## config.mk

```make
export PLATFORM = sky130hd
export DESIGN_NAME = single_wire_humidity_sensor_reader
export DESIGN_NICKNAME = d
export VERILOG_FILES = /design/src/rtl/swhr_pkg.sv /design/src/rtl/swhr_decode.sv /design/src/rtl/swhr_ctrl.sv /design/src/rtl/single_wire_humidity_sensor_reader.sv
export SDC_FILE = /design/constraint.sdc
export NUM_CORES = 1
export LEC_CHECK = 0
export BUFFER_PORTS_ARGS = -buffer_cell sky130_fd_sc_hd__buf_2
export CORE_ASPECT_RATIO = 1.1
export CORE_MARGIN = 2
export CORE_UTILIZATION = 45
export CTS_CLUSTER_DIAMETER = 200
export DETAILED_ROUTE_END_ITERATION = 10
export SLEW_MARGIN = 20
export SYNTH_ARGS = -nofsm -noshare
export SYNTH_HDL_FRONTEND = slang
export SYNTH_HIERARCHICAL = 1
export SYNTH_SLANG_ARGS = --single-unit
```

## constraint.sdc

```tcl
create_clock -name i_clk -period 5.4 [get_ports i_clk]
set_input_delay 0 -clock i_clk [delete_from_list [all_inputs] [get_ports i_clk]]
set_output_delay 0 -clock i_clk [all_outputs]
set_load 0.05 [all_outputs]
```

## src/rtl/swhr_pkg.sv

```systemverilog
// Types and constants of the single-wire humidity sensor reader.
package swhr_pkg;

    typedef enum logic [2:0] {
        PH_IDLE,
        PH_WAKE,
        PH_RELEASE,
        PH_RESP_LOW,
        PH_RESP_HIGH,
        PH_BIT_LOW,
        PH_BIT_HIGH
    } t_phase;

    typedef enum logic [1:0] {
        ST_OK       = 2'd0,
        ST_PULSE    = 2'd1,
        ST_CHECKSUM = 2'd2,
        ST_HUM_ZERO = 2'd3
    } t_status;

    typedef enum logic [1:0] {
        CFG_TIMEOUT   = 2'd0,
        CFG_START_LOW = 2'd1,
        CFG_RELEASE   = 2'd2
    } t_cfg_idx;

    localparam int FRAME_LEN = 40;
    localparam int BIT_IDX_W = 6;
    localparam int TICK_W    = 16;
    localparam int CFG_W     = 16;

    localparam logic [7:0]  TIMEOUT_RST   = 8'd255;
    localparam logic [15:0] START_LOW_RST = 16'd5000;
    localparam logic [7:0]  RELEASE_RST   = 8'd30;

    typedef struct packed {
        logic [7:0]  timeout;
        logic [15:0] start_low;
        logic [7:0]  release_len;
    } t_cfg;

    typedef struct packed {
        logic        drive_low;
        logic        busy;
        logic        done;
        t_status     status;
        logic [15:0] humidity;
        logic [15:0] temperature;
    } t_result;

endpackage

```

## src/rtl/swhr_decode.sv

```systemverilog
// Frame decoder: checksum, humidity and sign-magnitude temperature.
module swhr_decode import swhr_pkg::*; (
    input  logic [FRAME_LEN-1:0] i_frame,
    output t_status              o_status,
    output logic [15:0]          o_humidity,
    output logic [15:0]          o_temperature
);

    logic [7:0]  b0, b1, b2, b3, b4;
    logic [7:0]  sum;
    logic [15:0] mag;

    assign b0  = i_frame[39:32];
    assign b1  = i_frame[31:24];
    assign b2  = i_frame[23:16];
    assign b3  = i_frame[15:8];
    assign b4  = i_frame[7:0];
    assign sum = b0 + b1 + b2 + b3;
    assign mag = {1'b0, b2[6:0], b3};

    assign o_humidity    = {b0, b1};
    assign o_temperature = b2[7] ? (16'd0 - mag) : mag;

    always_comb begin
        if (sum != b4) begin
            o_status = ST_CHECKSUM;
        end else if (o_humidity == 16'd0) begin
            o_status = ST_HUM_ZERO;
        end else begin
            o_status = ST_OK;
        end
    end

endmodule

```

## src/rtl/swhr_ctrl.sv

```systemverilog
// Read sequencer: wake pulse, pulse timing, bit capture and result latch.
module swhr_ctrl import swhr_pkg::*; (
    input  logic    i_clk,
    input  logic    i_rst_n,
    input  logic    i_step,
    input  logic    i_line,
    input  logic    i_start,
    input  t_cfg    i_cfg,
    output t_result o_res
);

    t_phase                r_phase, n_phase;
    logic [TICK_W-1:0]     r_tick, n_tick;
    logic [7:0]            r_low_len, n_low_len;
    logic [BIT_IDX_W-1:0]  r_bit_idx, n_bit_idx;
    logic [FRAME_LEN-1:0]  r_frame, n_frame;
    logic [15:0]           r_hum, n_hum;
    logic [15:0]           r_temp, n_temp;

    t_phase                ph_eff;
    logic                  starting;
    logic [TICK_W-1:0]     tc_eff;
    logic [TICK_W:0]       tc_inc;
    logic                  in_pulse, level, same;
    logic                  first_fail, pulse_end, last_bit, second_fail, fail;
    logic [BIT_IDX_W-1:0]  bit_inc;
    logic [FRAME_LEN-1:0]  frame_next;
    t_status               dec_status;
    logic [15:0]           dec_hum, dec_temp;
    logic                  drive, done;
    t_status               status;

    assign starting = (r_phase == PH_IDLE) && i_start;
    assign ph_eff   = starting ? PH_WAKE : r_phase;
    assign tc_eff   = starting ? '0 : r_tick;
    assign tc_inc   = {1'b0, tc_eff} + 1'b1;

    assign in_pulse = (ph_eff == PH_RESP_LOW) || (ph_eff == PH_RESP_HIGH) ||
                      (ph_eff == PH_BIT_LOW)  || (ph_eff == PH_BIT_HIGH);
    assign level    = (ph_eff == PH_RESP_HIGH) || (ph_eff == PH_BIT_HIGH);
    assign same     = (i_line == level);

    assign first_fail  = in_pulse && (same ? (tc_eff >= {8'd0, i_cfg.timeout})
                                           : (tc_eff == '0));
    assign pulse_end   = in_pulse && !same && (tc_eff != '0);
    assign bit_inc     = r_bit_idx + 1'b1;
    assign last_bit    = pulse_end && (ph_eff == PH_BIT_HIGH) &&
                         (bit_inc >= BIT_IDX_W'(FRAME_LEN));
    // After a pulse ends, its last sample opens the next pulse at count zero.
    assign second_fail = pulse_end && !last_bit && (i_cfg.timeout == 8'd0);
    assign fail        = first_fail || second_fail;

    assign frame_next = {r_frame[FRAME_LEN-2:0], (tc_eff > {8'd0, r_low_len})};

    swhr_decode u_decode (
        .i_frame       (frame_next),
        .o_status      (dec_status),
        .o_humidity    (dec_hum),
        .o_temperature (dec_temp)
    );

    // Next state
    always_comb begin
        n_phase   = ph_eff;
        n_tick    = tc_eff;
        n_low_len = starting ? 8'd0 : r_low_len;
        n_bit_idx = starting ? '0 : r_bit_idx;
        n_frame   = starting ? '0 : r_frame;
        n_hum     = r_hum;
        n_temp    = r_temp;
        case (ph_eff)
            PH_IDLE: begin
            end
            PH_WAKE: begin
                n_tick = tc_inc[TICK_W-1:0];
                if (tc_inc >= {1'b0, i_cfg.start_low}) begin
                    n_phase = PH_RELEASE;
                    n_tick  = '0;
                end
            end
            PH_RELEASE: begin
                n_tick = tc_inc[TICK_W-1:0];
                if (tc_inc >= {9'd0, i_cfg.release_len}) begin
                    n_phase = PH_RESP_LOW;
                    n_tick  = '0;
                end
            end
            PH_RESP_LOW, PH_RESP_HIGH, PH_BIT_LOW, PH_BIT_HIGH: begin
                if (same) begin
                    n_tick = tc_inc[TICK_W-1:0];
                end else begin
                    n_tick = TICK_W'(1);
                    case (ph_eff)
                        PH_RESP_LOW:  n_phase = PH_RESP_HIGH;
                        PH_RESP_HIGH: n_phase = PH_BIT_LOW;
                        PH_BIT_LOW: begin
                            n_phase   = PH_BIT_HIGH;
                            n_low_len = tc_eff[7:0];
                        end
                        default: begin
                            n_phase   = PH_BIT_LOW;
                            n_frame   = frame_next;
                            n_bit_idx = bit_inc;
                        end
                    endcase
                end
                if (last_bit) begin
                    n_phase = PH_IDLE;
                    n_tick  = '0;
                    if (dec_status == ST_OK) begin
                        n_hum  = dec_hum;
                        n_temp = dec_temp;
                    end
                end
                if (fail) begin
                    n_phase = PH_IDLE;
                    n_tick  = '0;
                end
            end
            default: begin
                n_phase = PH_IDLE;
            end
        endcase
    end

    // Outputs
    always_comb begin
        drive  = (ph_eff == PH_WAKE);
        done   = fail || last_bit;
        status = ST_OK;
        if (fail) begin
            status = ST_PULSE;
        end else if (last_bit) begin
            status = dec_status;
        end
    end

    assign o_res.drive_low   = drive;
    assign o_res.busy        = (n_phase != PH_IDLE);
    assign o_res.done        = done;
    assign o_res.status      = status;
    assign o_res.humidity    = n_hum;
    assign o_res.temperature = n_temp;

    always_ff @(posedge i_clk) begin
        if (!i_rst_n) begin
            r_phase   <= PH_IDLE;
            r_tick    <= '0;
            r_low_len <= '0;
            r_bit_idx <= '0;
            r_frame   <= '0;
            r_hum     <= '0;
            r_temp    <= '0;
        end else if (i_step) begin
            r_phase   <= n_phase;
            r_tick    <= n_tick;
            r_low_len <= n_low_len;
            r_bit_idx <= n_bit_idx;
            r_frame   <= n_frame;
            r_hum     <= n_hum;
            r_temp    <= n_temp;
        end
    end

endmodule

```

## src/rtl/single_wire_humidity_sensor_reader.sv

```systemverilog
// Top level of the single-wire humidity sensor reader.
//
//  port group   dir  contents
//  s_axis_*     in   one tick request: line sample and start
//  m_axis_*     out  one result per tick request
//  i_cfg_*      in   register writes: timeout, wake length, release length
//
// Requests pass the input register, then results the output register; one
// request per cycle unless the output stalls, one sequencer step per request.
// The input stage keeps accepting while a result waits in the output register.
// A stalled output holds the input stage once both registers are full.
// Synchronous active-low reset clears the sequencer, results and valid flags.
module single_wire_humidity_sensor_reader import swhr_pkg::*; (
    input  logic             i_clk,
    input  logic             i_rst_n,
    input  logic             s_axis_tvalid,
    output logic             s_axis_tready,
    input  logic [7:0]       s_axis_tdata,   // [0] line_level, [1] start_read
    output logic             m_axis_tvalid,
    input  logic             m_axis_tready,
    // [0] drive_low, [1] busy_res, [2] done_res, [4:3] status,
    // [20:5] humidity_tenths, [36:21] temperature_tenths
    output logic [39:0]      m_axis_tdata,
    input  logic             i_cfg_wr_en,
    input  t_cfg_idx         i_cfg_index,
    input  logic [CFG_W-1:0] i_cfg_data
);

    logic    r_in_valid;
    logic    r_line, r_start;
    logic    r_out_valid;
    t_result r_out;
    t_result res;
    t_cfg    r_cfg;
    logic    step;

    assign step          = r_in_valid && (!r_out_valid || m_axis_tready);
    assign s_axis_tready = !r_in_valid || step;

    always_ff @(posedge i_clk) begin
        if (!i_rst_n) begin
            r_cfg.timeout     <= TIMEOUT_RST;
            r_cfg.start_low   <= START_LOW_RST;
            r_cfg.release_len <= RELEASE_RST;
        end else if (i_cfg_wr_en) begin
            case (i_cfg_index)
                CFG_TIMEOUT:   r_cfg.timeout     <= i_cfg_data[7:0];
                CFG_START_LOW: r_cfg.start_low   <= i_cfg_data;
                CFG_RELEASE:   r_cfg.release_len <= i_cfg_data[7:0];
                default: begin
                end
            endcase
        end
    end

    always_ff @(posedge i_clk) begin
        if (!i_rst_n) begin
            r_in_valid <= 1'b0;
        end else if (s_axis_tready) begin
            r_in_valid <= s_axis_tvalid;
        end
    end

    always_ff @(posedge i_clk) begin
        if (s_axis_tvalid && s_axis_tready) begin
            r_line  <= s_axis_tdata[0];
            r_start <= s_axis_tdata[1];
        end
    end

    swhr_ctrl u_ctrl (
        .i_clk   (i_clk),
        .i_rst_n (i_rst_n),
        .i_step  (step),
        .i_line  (r_line),
        .i_start (r_start),
        .i_cfg   (r_cfg),
        .o_res   (res)
    );

    always_ff @(posedge i_clk) begin
        if (!i_rst_n) begin
            r_out_valid <= 1'b0;
        end else if (step) begin
            r_out_valid <= 1'b1;
        end else if (m_axis_tready) begin
            r_out_valid <= 1'b0;
        end
    end

    always_ff @(posedge i_clk) begin
        if (step) begin
            r_out <= res;
        end
    end

    assign m_axis_tvalid = r_out_valid;
    assign m_axis_tdata  = {3'b000, r_out.temperature, r_out.humidity, r_out.status,
                            r_out.done, r_out.busy, r_out.drive_low};

endmodule

```

==> insert_results.sql <==
INSERT INTO impl_metrics (metric_group, metric, value, unit) VALUES
('grt', 'grt_usage', '0.185', ''),
('synthesis', 'synth_async_sr_flop_share', '0', ''),
('floorplan', 'design.portCount', '73', ''),
('routing', 'drtPass1Iterations', '6', ''),
('clock_tree', 'clock_insertion_delay_worst_skew', '430', 'ps'),
('layout', 'finalNetCount', '1168', ''),
('clock_tree', 'cts_made_buffers', '17', ''),
('power', 'power_density', '252', 'nW/um^2'),
('timing', 'finalSetupViolations', '0', ''),
('floorplan', 'core_region_area', '22200', 'um^2'),
('worst_setup_path', 'timing.critical_path.fanout_max', '14', ''),
('timing', 'fin_setup_tns', '0', 'ps'),
('place', 'numPlacedInstances', '1325', ''),
('timing', 'layout_worst_path_cycle_share', '0.904', ''),
('worst_setup_path', 'critical_path.slowest_cell', 'sky130_fd_sc_hd__edfxtp_1', ''),
('layout', 'design_area', '11400', 'um^2'),
('outcome', 'run_status', 'complete, no violations', ''),
('timing', 'worst_clock_skew', '12.1', 'ps'),
('synthesis', 'synth_top_flop_cell', 'sky130_fd_sc_hd__dfxtp_1', ''),
('power', 'post-layout-total-power', '2.87', 'mW'),
('clock_tree', 'cts_buffer_depth', '2', ''),
('layout', 'num-fill-cells', '2036', ''),
('grt', 'globalRouteOverflowTotal', '0', ''),
('synthesis', 'yosysUniqueCellTypes', '78', ''),
('worst_setup_path', 'ordered_cell_list_for_the_critical_path', 'or4b_4, buf_4, nand2_1, inv_1, ha_1, nand4_4, or3_1, a21oi_1, ha_1, a21o_1, a21oi_1, o21ai_0, o31ai_1, a211oi_1, nor4_1, nor2_2, o41ai_1, and2_1', ''),
('routing', 'dr.first_iter.drc_count', '350', ''),
('routing', 'ant_nets', '0', ''),
('routing', 'via_per_inst', '5.31', ''),
('timing', 'timing.final.crit_period', '4880', 'ps'),
('grt', 'grt_antenna_before_repair', '0', ''),
('synthesis', 'count_of_yosys_warnings_during_synthesis', '6', ''),
('worst_setup_path', 'critical_path.startpoint_type', 'flip-flop', ''),
('worst_setup_path', 'crit_required', '5780', 'ps'),
('routing', 'drt-wirelength-per-cell', '15.4', 'um'),
('worst_setup_path', 'arrival', '5260', 'ps'),
('timing', 'max-slew-margin-rel', '0.332', ''),
('synthesis', 'post_syn_area', '10200', 'um^2'),
('clock_tree', 'clock_tree.htree_level_count', '4', ''),
('floorplan', 'die_area', '23900', 'um^2'),
('timing', 'fmax', '0.205', 'GHz'),
('routing', 'totalWireLength', '21.2', 'mm'),
('routing', 'dr_total_vias', '7329', ''),
('floorplan', 'floorplan.initialDensity', '0.460', ''),
('layout', 'highest_count_cells_in_the_layout_ignoring_fill_and_taps', '138 x sky130_fd_sc_hd__dfxtp_1, 104 x sky130_fd_sc_hd__nor2b_1, 65 x sky130_fd_sc_hd__inv_1', ''),
('synthesis', 'synth.yosys.seq_area_share', '0.385', ''),
('synthesis', 'postSynthAreaPerCell', '9.85', 'um^2'),
('timing', 'hold_viol', '0', ''),
('timing', 'timing.hold.ws', '24.2', 'ps'),
('run', 'cap_violations', '0', ''),
('timing', 'count_of_pins_over_their_slew_limit', '0', ''),
('clock_tree', 'clock_sinks', '177', ''),
('layout', 'multiInputGateArea', '5580', 'um^2'),
('layout', 'drive_above_1_share', '0.147', ''),
('floorplan', 'floorplan.die.height', '162', 'um'),
('synthesis', 'post_synth_inst_count', '1036', ''),
('worst_setup_path', 'worst-setup-path-type', 'reg2reg', ''),
('power', 'vdd_drop_max', '0.206', 'mV'),
('floorplan', 'floorplan.rows', '57', ''),
('layout', 'insertedDiodeCount', '0', ''),
('place', 'portBuffers', '63', ''),
('place', 'hpwl', '14.9', 'mm'),
('timing', 'worst_pin_slew', '1000', 'ps'),
('layout', 'layout-area-overhead-vs-synth', '11.4', '%'),
('grt', 'grt_first_pass_wirelength', '36.0', 'mm'),
('clock_tree', 'clk_pin_slew', '70', 'ps'),
('clock_tree', 'cts.root.buffer_cell', 'sky130_fd_sc_hd__clkbuf_16', ''),
('synthesis', 'synth_enable_flop_cells', '39', ''),
('place', 'placement.cell_area', '10600', 'um^2'),
('grt', 'grt_max_degree', '100', ''),
('layout', 'sequential_standard_cell_area', '3930', 'um^2'),
('place', 'gp_congestion', '0.857', '');
-- power breakdown --
group          switching, mW  internal, mW  total, mW
registers             0.0135          1.38       1.39
logic                  0.156        0.0837      0.239
clock network          0.547         0.689       1.24
total                  0.717          2.15       2.87
-- area by class of cell --
cell class | count | share of cell area
inverters | 65 | 0.0215
multi-input cells | 713 | 0.491
repair buffers | 99 | 0.0581
flip-flops and latches | 177 | 0.346
clock buffers | 18 | 0.0377
well taps | 295 | 0.0325
clock inverters | 14 | 0.0135
-- path summary, 6_finish.rpt --
check	depth (start not counted)	start	endpoint
hold / removal	3	i_cfg_index[0]	r_cfg[20]
hold reg to reg	2	r_cfg[7]	r_cfg[7]
setup / recovery	18	r_start	u_ctrl/r_tick[4]
setup reg to reg	18	r_start	u_ctrl/r_tick[4]
-- sequential cells by signal (all words and copies together), names as in the netlist --
register          count
r_cfg                32
r_line                1
m_axis_tdata         37
u_ctrl/r_bit_idx      6
u_ctrl/r_temp        16
u_ctrl/r_phase        3
r_in_valid            1
u_ctrl/r_frame       39
u_ctrl/r_tick        16
u_ctrl/r_low_len      8
r_start               1
u_ctrl/r_hum         16
m_axis_tvalid         1
-- synth_stat cells, drive strengths merged, types with 3 or more instances --
cell	n	area (um^2)
ha	50	626
or3	4	30.0
a22o	8	70.1
nand4	15	124
o31ai	8	73.8
a21o	10	75.1
nor3b	3	22.5
and2	17	106
edfxtp	39	1170
dfxtp	138	2760
or2	3	18.8
nand4bb	4	45.0
a31oi	6	37.5
nand4b	3	26.3
a21oi	23	115
buf	48	333
a221oi	3	43.8
nor4b	3	41.3
nor2b	105	657
a22oi	51	383
o211ai	8	60.1
nor3	9	45.0
o31a	3	27.5
or4	10	86.3
xor2	12	105
and3	8	50.1
inv	65	244
o21ai	32	160
fa	14	280
a211oi	3	22.5
o41ai	4	53.8
nor2	29	111
mux2	32	360
o21a	6	45.0
a21boi	4	30.0
nand3b	4	30.0
mux2i	62	624
nand3	20	100
nand2b	8	50.1
nand2	62	235
nor4	11	90.1
xnor2	29	254
and4	4	35.0
clkbuf	35	131
-- critical path: cells and delay by family (launching register included) --
| kind | cells | cell delay (ps) |
|---|---|---|
| buf+inv | 2 | 390 |
| simple gates | 7 | 1840 |
| compound gates | 7 | 1380 |
| flops | 1 | 530 |
| fa+ha+maj | 2 | 690 |
-- per-layer routing --
| layer | vias up | routed length (um) | GRT usage |
|---|---|---|---|
| met5 | - | 0 | 0 |
| met4 | 0 | 416 | 0.0638 |
| met3 | 30 | 614 | 0.0278 |
| met2 | 136 | 10500 | 0.327 |
| met1 | 3452 | 9740 | 0.230 |
| li1 | 3711 | - | - |
-- cell families (layout without fill, tap and decap cells) --
| kind of cell | Yosys count | count (layout) | synth area share |
|---|---|---|---|
| simple gates | 328 | 328 | 0.192 |
| compound gates | 182 | 182 | 0.131 |
| flops | 177 | 177 | 0.385 |
| buf+inv | 148 | 196 | 0.0694 |
| mux | 94 | 94 | 0.0965 |
| fa+ha+maj | 65 | 65 | 0.0897 |
| xor+xnor | 41 | 41 | 0.0352 |
| other cells | 1 | 3 | 0.000367 |
-- what timing repair did --
item	in CTS	in global routing
endpoints found under the hold margin	38	0
buffers inserted	0	0
endpoints found under the setup margin	0	1
resized for setup	0	1
hold buffers	24	0
-- metrics by stage --
stage,worst slack (ps),util
finish,516,0.513
global placement,527,0.476
CTS,430,0.513
global route,121,0.513
detailed placement,451,0.476
floorplan,1030,-
Note: power is estimated with default switching activity, not from simulation.
